[config.mk]
export PLATFORM = sky130hd
export DESIGN_NAME = ldb_ctrl
export DESIGN_NICKNAME = d
export VERILOG_FILES = /design/src/design/ldb_pkg.sv /design/src/design/ldb_ctrl.sv
export SDC_FILE = /design/constraint.sdc
export NUM_CORES = 1
export LEC_CHECK = 0
export BUFFER_PORTS_ARGS = -buffer_cell sky130_fd_sc_hd__buf_4
export CAP_MARGIN = 20
export CORE_MARGIN = 1
export CORE_UTILIZATION = 30
export CTS_CLUSTER_SIZE = 25
export DETAILED_ROUTE_END_ITERATION = 8
export PLACE_DENSITY = 0.59
export SLEW_MARGIN = 40
export SYNTH_ARGS = -nofsm -noshare
export SYNTH_HDL_FRONTEND = slang
export SYNTH_SLANG_ARGS = --single-unit
[constraint.sdc]
create_clock -name clk -period 1.7 [get_ports clk]
set_input_delay 0.34 -clock clk [delete_from_list [all_inputs] [get_ports clk]]
set_output_delay 0.34 -clock clk [all_outputs]
set_load 0.005 [all_outputs]
[src/design/ldb_pkg.sv]
// Shared types and constants for the LED duty brightness level block.
// Used by ldb_ctrl, ldb_datapath and the top level; no dependencies.
package ldb_pkg;

	localparam int ROWS        = 4;
	localparam int COLUMNS     = 16;
	localparam int COUNT_WIDTH = 20;
	localparam int LED_COUNT   = ROWS * COLUMNS;

	// Drive pattern fields carried in the input item
	localparam int IN_ROWS = 4;
	localparam int IN_COLS = 16;

	localparam int ROW_W   = 2;
	localparam int COL_W   = 4;
	localparam int LEVEL_W = 3;
	localparam int FRAC_W  = 16;

	localparam int DIV_STEPS = FRAC_W;
	localparam int STEP_W    = $clog2(DIV_STEPS);

	localparam int IN_DATA_W  = 64;
	localparam int OUT_DATA_W = 16;

	localparam logic [FRAC_W-1:0] FRAC_MAX = {FRAC_W{1'b1}};

	// Register indexes
	localparam logic [1:0] REG_LEVEL1 = 2'd0;
	localparam logic [1:0] REG_LEVEL2 = 2'd1;
	localparam logic [1:0] REG_LEVEL3 = 2'd2;
	localparam logic [1:0] REG_LEVEL4 = 2'd3;

	localparam logic [FRAC_W-1:0] LEVEL1_RESET = 16'd328;
	localparam logic [FRAC_W-1:0] LEVEL2_RESET = 16'd3277;
	localparam logic [FRAC_W-1:0] LEVEL3_RESET = 16'd13107;
	localparam logic [FRAC_W-1:0] LEVEL4_RESET = 16'd32768;

	// Input mode flag
	localparam logic MODE_CYCLE = 1'b0;
	localparam logic MODE_FRAME = 1'b1;

	typedef struct packed {
		logic count;   // cycle item accepted
		logic start;   // frame item accepted
		logic load;    // load divider from head LED
		logic step;    // one quotient bit
		logic commit;  // finish head LED, shift chains
	} ldb_cmd_t;

	typedef struct packed {
		logic out_free;  // output register can take a result
		logic last_led;  // head LED is the final one of the frame
	} ldb_status_t;

endpackage

[src/design/ldb_ctrl.sv]
// Controller state machine for the LED duty brightness level block.
// Depends on ldb_pkg; drives ldb_datapath through ldb_cmd_t.
module ldb_ctrl
	import ldb_pkg::*;
(
	input  logic        clk,
	input  logic        arst_n,
	input  logic        in_valid,
	input  logic        in_mode,
	output logic        in_ready,
	input  ldb_status_t status,
	output ldb_cmd_t    cmd
);

	typedef enum logic [3:0] {
		ST_IDLE = 4'b0001,
		ST_LOAD = 4'b0010,
		ST_DIV  = 4'b0100,
		ST_FIN  = 4'b1000
	} state_t;

	state_t             state_q;
	logic [STEP_W-1:0]  step_q;
	logic               accept;

	assign in_ready = (state_q == ST_IDLE);
	assign accept   = in_valid && in_ready;

	always_comb begin
		cmd        = '0;
		cmd.count  = accept && (in_mode == MODE_CYCLE);
		cmd.start  = accept && (in_mode == MODE_FRAME);
		cmd.load   = (state_q == ST_LOAD);
		cmd.step   = (state_q == ST_DIV);
		cmd.commit = (state_q == ST_FIN) && status.out_free;
	end

	always_ff @(posedge clk or negedge arst_n) begin
		if (!arst_n) begin
			state_q <= ST_IDLE;
			step_q  <= '0;
		end else begin
			case (state_q)
				ST_IDLE: begin
					if (accept && (in_mode == MODE_FRAME)) begin
						state_q <= ST_LOAD;
					end
				end
				ST_LOAD: begin
					step_q  <= '0;
					state_q <= ST_DIV;
				end
				ST_DIV: begin
					step_q <= step_q + 1'b1;
					if (step_q == STEP_W'(DIV_STEPS - 1)) begin
						state_q <= ST_FIN;
					end
				end
				ST_FIN: begin
					if (status.out_free) begin
						state_q <= status.last_led ? ST_IDLE : ST_LOAD;
					end
				end
				default: begin
					state_q <= ST_IDLE;
				end
			endcase
		end
	end

endmodule

==> flow_summary.json, run 1 <==
{
  "status": "finished, violations left",
  "violations": "setup timing",
  "htreeDepth": 1,
  "antenna_found_initial": 0,
  "worstPathArrival_ns": 1.48,
  "rows": 13,
  "synth_area_um2": 447.9,
  "diodes": 0,
  "r2r_start": "state_q[1]$_DFFE_PN0P_",
  "syn_avg_cell_area_um2": 10.18,
  "holdPathStages": 3,
  "drc_errors": 0,
  "yosys_warnings": 0,
  "seq_area_frac_synth": 0.4497,
  "finalWorstSetupSlack_ns": -0.1176,
  "clk_pin_slew_ns": 0.05,
  "core-area_mm2": 0.001350,
  "reg2reg_to": "step_q[2]$_DFFE_PN0P_",
  "skew_ns": 0.01031,
  "crit_type": "reg2out",
  "min_path_type": "in2reg",
  "finalCritPeriodShare": 1.069,
  "p_per_area_mw_per_mm2": 1327,
  "drt_iter0_drc": 3,
  "first_pass_iters": 4,
  "start_util": 0.3318,
  "layout-drive-gt1-share": 0.5571,
  "detail_route.wl_per_cell_um": 11.75,
  "grt_pass1_wl_mm": 1.380,
  "grt_pass1_vias": 319,
  "die_x_um": 40.64,
  "via_count": 414,
  "syn_to_final_growth_pct": 62.29,
  "yosysTopAreaCell": "dfrtp_1",
  "crit_required_ns": 1.36,
  "leakage_nw": 0.3752,
  "min_to": "state_q[1]$_DFFE_PN0P_",
  "clk_latency_ns": 0.26,
  "gr-total-overflow": 0,
  "end_kind": "primary output",
  "dp_hpwl_um": 648.6,
  "relSlewSlack": 0.7965,
  "clockBufferDepth": 2,
  "finalMaxSlewViolations": 0,
  "synth_area_leaders": "dfrtp_1, dfstp_2, mux2i_4",
  "globalplace.congestion": 0.6877,
  "io-pin-count": 12,
  "ys_types": 23,
  "hp-start": "in_mode",
  "clock_sinks": 8,
  "synth-seq-cells": 8,
  "worst_slew_pin_slew_ns": 0.3021,
  "die_area_mm2": 0.001652,
  "rsz0062_at_grt": "true",
  "fp.dieH_um": 40.64,
  "drt-total-wl_um": 999,
  "synth_top_area_frac": 0.3911,
  "fin_nets": 78,
  "fillers": 128,
  "numPortBuffers": 11,
  "clock.fmax_mhz": 550.2,
  "via_per_inst": 4.871,
  "grt_start_max_net_pins": 9,
  "worst_path_max_delay_cell": "or4b_4",
  "r2r.worst_path.cells": 4,
  "r2r_setup_slack_ns": 0.03,
  "cts-root-buf": "clkbuf_4",
  "finalSetupTns_ns": -0.3563,
  "cts_tree": "done",
  "synthesis.instances": 44,
  "critPathLaunchType": "register",
  "crit_fanout": 5,
  "cp_cell_sequence": "buf_4, or4b_4, inv_4, buf_6",
  "setup_viol": 5,
  "cts_buffers": 3,
  "hold_slack_ns": 0.4077,
  "drtAntennaViolNets": 0,
  "period_needed_ns": 1.818,
  "cpPeakStageDelay_ns": 0.53,
  "hold_viol": 0,
  "grt_usage": 0.1291,
  "peakVddDrop_mv": 0.5439,
  "drv_cap": 0,
  "synth_fp_nets": 51
}
==> repair_timing <==
item | 4_1_cts | 5_1_grt
pin swaps | 1 | 5
hold buffers | 1 | 0
endpoints found under the setup margin | 4 | 6
gates resized for setup | 10 | 7
hold endpoints to repair | 7 | 0
buffers inserted | 3 | 5
==> layout by cell type, fill, tap and decap left out, drive strengths merged <==
cell and n:
or4b 2, a22o 1, nor2 2, and2 2
nand4 1, nand3 2, dfrtp 7, nor2b 1
o21ai 3, ha 1, a211oi 2, inv 2
nand2 6, nor3b 1, a21o 1, clkbuf 4
buf 22, clkinv 1, dfstp 1, dlygate4sd3 1
mux2 1, nor4b 2, and3 2, mux2i 2
==> registers in the layout (all words and copies together), names as in the netlist <==
name	cells
state_q	4
step_q	4
==> worst max-delay path: cells and delay by family, from the launching register on <==
kind | cells | cell delay [ns]
flip-flops | 1 | 0.39
AND/OR/NAND/NOR | 1 | 0.53
buffers and inverters | 3 | 0.31
==> where the power goes <==
part	leakage [nW]	total, mW	switching [mW]	internal (mW)
registers	0.103	0.323	0.0705	0.252
clock network	0.0150	0.160	0.0698	0.0901
logic	0.257	0.482	0.179	0.303
total	0.375	0.965	0.320	0.645
==> stage by stage <==
stage | cells | worst slack (ns) | util | total power [mW] | area [um^2]
finish | 85 | -0.1176 | 0.5385 | 0.9645 | 726.9
global route | 85 | -0.1654 | 0.5385 | 1.035 | 726.9
CTS | 80 | -0.06882 | 0.4912 | 0.8686 | 663.1
detailed placement | 72 | 0.06701 | 0.4198 | 0.6064 | 566.8
global placement | 72 | 0.09801 | 0.4198 | 0.6106 | 566.8
floorplan | 44 | 0.01771 | - | 0.4680 | 447.9
==> worst max-delay path by stage <==
stage	slack, ns	from	endpoint
4_1_cts	-0.07	state_q[0]$_DFFE_PN1P_	cmd[3]
3_3_place_gp	0.1	state_q[1]$_DFFE_PN0P_	cmd[1]
5_1_grt	-0.17	state_q[0]$_DFFE_PN1P_	cmd[3]
2_1_floorplan	0.02	state_q[0]$_DFFE_PN1P_	cmd[3]
6_report	-0.12	state_q[0]$_DFFE_PN1P_	cmd[2]
3_5_place_dp	0.07	state_q[1]$_DFFE_PN0P_	cmd[1]
==> cells by family (layout without fill, tap and decap cells) <==
family          after synthesis  count (layout)  synth area share
compound gates                7               7            0.1033
fa+ha+maj                     1               1           0.02793
buf+inv                       4              30           0.03909
flops                         8               8            0.4497
mux                           3               3            0.1061
simple gates                 21              21            0.2738
==> final cells by class <==
type	count	area [um^2]	area share
multi-input cells	32	272.8	0.3752
clock buffers	4	26.28	0.03614
well taps	15	18.77	0.02582
flip-flops and latches	8	203.9	0.2806
repair buffers	23	186.4	0.2565
inverters	3	18.77	0.02582
==> Yosys cell counts <==
| master | n |
|---|---|
| nand2_1 | 6 |
| mux2i_4 | 1 |
| and3_1 | 2 |
| nor2_1 | 2 |
| buf_2 | 1 |
| clkinv_2 | 1 |
| nand4_1 | 1 |
| nor3b_1 | 1 |
| inv_1 | 2 |
| or4b_1 | 2 |
| nor2b_1 | 1 |
| mux2_4 | 1 |
| a22o_1 | 1 |
| o21ai_0 | 3 |
| a211oi_1 | 2 |
| nand3_1 | 2 |
| nor4b_1 | 2 |
| ha_1 | 1 |
| and2_1 | 2 |
| a21o_1 | 1 |
| mux2i_1 | 1 |
| dfrtp_1 | 7 |
| dfstp_2 | 1 |
==> routing by layer <==
layer | track usage | part of all wire
met4 | 0.07500 | 0
met5 | 0 | 0
met2 | 0.1706 | 0.44
met1 | 0.1864 | 0.52
met3 | 0.03261 | 0.032
(Power assumes the default switching activity.)
==> run 2, diff against run 1 <==
- RECOVER_POWER: not set -> 25
==> flow_summary.json, run 2 (same netlist as run 1, synthesis figures left out) <==
{
  "drtAntennaViolNets": 0,
  "drc_errors": 0,
  "skew_ns": 0.01031,
  "rows": 13,
  "die_area_mm2": 0.001652,
  "worst_slew_pin_slew_ns": 0.4379,
  "numPortBuffers": 11,
  "fin_nets": 78,
  "grt_pass1_vias": 319,
  "cts-root-buf": "clkbuf_4",
  "r2r_setup_slack_ns": 0.03,
  "leakage_nw": 0.3715,
  "clockBufferDepth": 2,
  "r2r_start": "state_q[1]$_DFFE_PN0P_",
  "crit_type": "reg2out",
  "syn_to_final_growth_pct": 61.45,
  "crit_fanout": 5,
  "violations": "setup timing",
  "rsz0062_at_grt": "true",
  "holdPathStages": 3,
  "gr-total-overflow": 0,
  "period_needed_ns": 1.818,
  "globalplace.congestion": 0.6877,
  "layout-drive-gt1-share": 0.5429,
  "finalSetupTns_ns": -0.3563,
  "core-area_mm2": 0.001350,
  "start_util": 0.3318,
  "fp.dieH_um": 40.64,
  "status": "finished, violations left",
  "min_path_type": "in2reg",
  "cts_buffers": 3,
  "clock_sinks": 8,
  "crit_required_ns": 1.36,
  "fin_util": 0.5357,
  "setup_viol": 5,
  "min_to": "state_q[1]$_DFFE_PN0P_",
  "antenna_found_initial": 0,
  "grt_usage": 0.1291,
  "finalCritPeriodShare": 1.069,
  "htreeDepth": 1,
  "grt_start_max_net_pins": 9,
  "grt_pass1_wl_mm": 1.380,
  "clock.fmax_mhz": 550.2,
  "hold_viol": 0,
  "dp_hpwl_um": 648.6,
  "largestRegisters": "state_q (4), step_q (4)",
  "die_x_um": 40.64,
  "clk_pin_slew_ns": 0.05,
  "p_per_area_mw_per_mm2": 1332,
  "hp-start": "in_mode",
  "critPathLaunchType": "register",
  "finalWorstSetupSlack_ns": -0.1176,
  "detail_route.wl_per_cell_um": 11.74,
  "finalPower_mw": 0.9634,
  "drv_cap": 0,
  "first_pass_iters": 4,
  "worstPathArrival_ns": 1.48,
  "drt_iter0_drc": 3,
  "io-pin-count": 12,
  "layout_commonest_cell": "buf_4",
  "finalMaxSlewViolations": 0,
  "relSlewSlack": 0.7081,
  "via_per_inst": 4.871,
  "mostFrequentLayoutCells": "buf_4, nand2_1, dfrtp_1",
  "diodes": 0,
  "reg2reg_to": "step_q[2]$_DFFE_PN0P_",
  "peakVddDrop_mv": 0.5438,
  "drt-total-wl_um": 998,
  "end_kind": "primary output",
  "r2r.worst_path.cells": 4,
  "cts_tree": "done",
  "via_count": 414,
  "clk_latency_ns": 0.26
}
## run 2: how the worst max path moves through the flow
stage | to | startpoint
floorplan | cmd[3] | state_q[0]$_DFFE_PN1P_
global placement | cmd[1] | state_q[1]$_DFFE_PN0P_
detailed placement | cmd[1] | state_q[1]$_DFFE_PN0P_
CTS | cmd[3] | state_q[0]$_DFFE_PN1P_
global route | cmd[3] | state_q[0]$_DFFE_PN1P_
finish | cmd[2] | state_q[0]$_DFFE_PN1P_
## run 2: area by class of cell
type	count	area [um^2]
timing repair buffer	23	182.7
tap	15	18.77
sequential	8	203.9
inverter	3	18.77
multi-input combinational	32	272.8
fill	127	626.9
clock buffer	4	26.28
## run 2: what timing repair did
action / CTS / global route
resized for setup: 10 / 7
hold endpoints to repair: 7 / 0
hold buffers: 1 / 0
setup buffers: 3 / 5
setup endpoints to repair: 4 / 6
pin swaps: 1 / 5
## run 2: report_power, final
part           internal (mW)  leakage, nW  total (mW)  switching (mW)
registers              0.252        0.103       0.323          0.0705
logic                  0.302        0.254       0.481           0.179
clock network         0.0901       0.0150       0.160          0.0698
## run 2: critical path, stage by stage, from the launching register on
cell     delay (ns)
dfstp_2        0.39
buf_4          0.14
or4b_4         0.53
inv_4          0.08
buf_6          0.09
## run 2: per-stage QoR
stage / area [um^2] / cells / setup WS (ns) / hold WS, ns
2_1_floorplan: 447.9 / 44 / 0.01771 / 0.04441
3_3_place_gp: 566.8 / 72 / 0.09801 / 0.1622
3_5_place_dp: 566.8 / 72 / 0.06701 / 0.1646
4_1_cts: 663.1 / 80 / -0.06882 / 0.3968
5_1_grt: 723.2 / 85 / -0.1654 / 0.4234
6_report: 723.2 / 85 / -0.1176 / 0.4077
## run 2: layer usage
| layer | vias to the layer above | wire [um] | GRT usage | part of all wire |
|---|---|---|---|---|
| li1 | 210 | - | - | - |
| met1 | 194 | 522 | 0.1864 | 0.52 |
| met2 | 10 | 444 | 0.1706 | 0.44 |
| met3 | 0 | 32 | 0.03261 | 0.032 |
| met4 | 0 | 0 | 0.07500 | 0 |
| met5 | - | 0 | 0 | 0 |
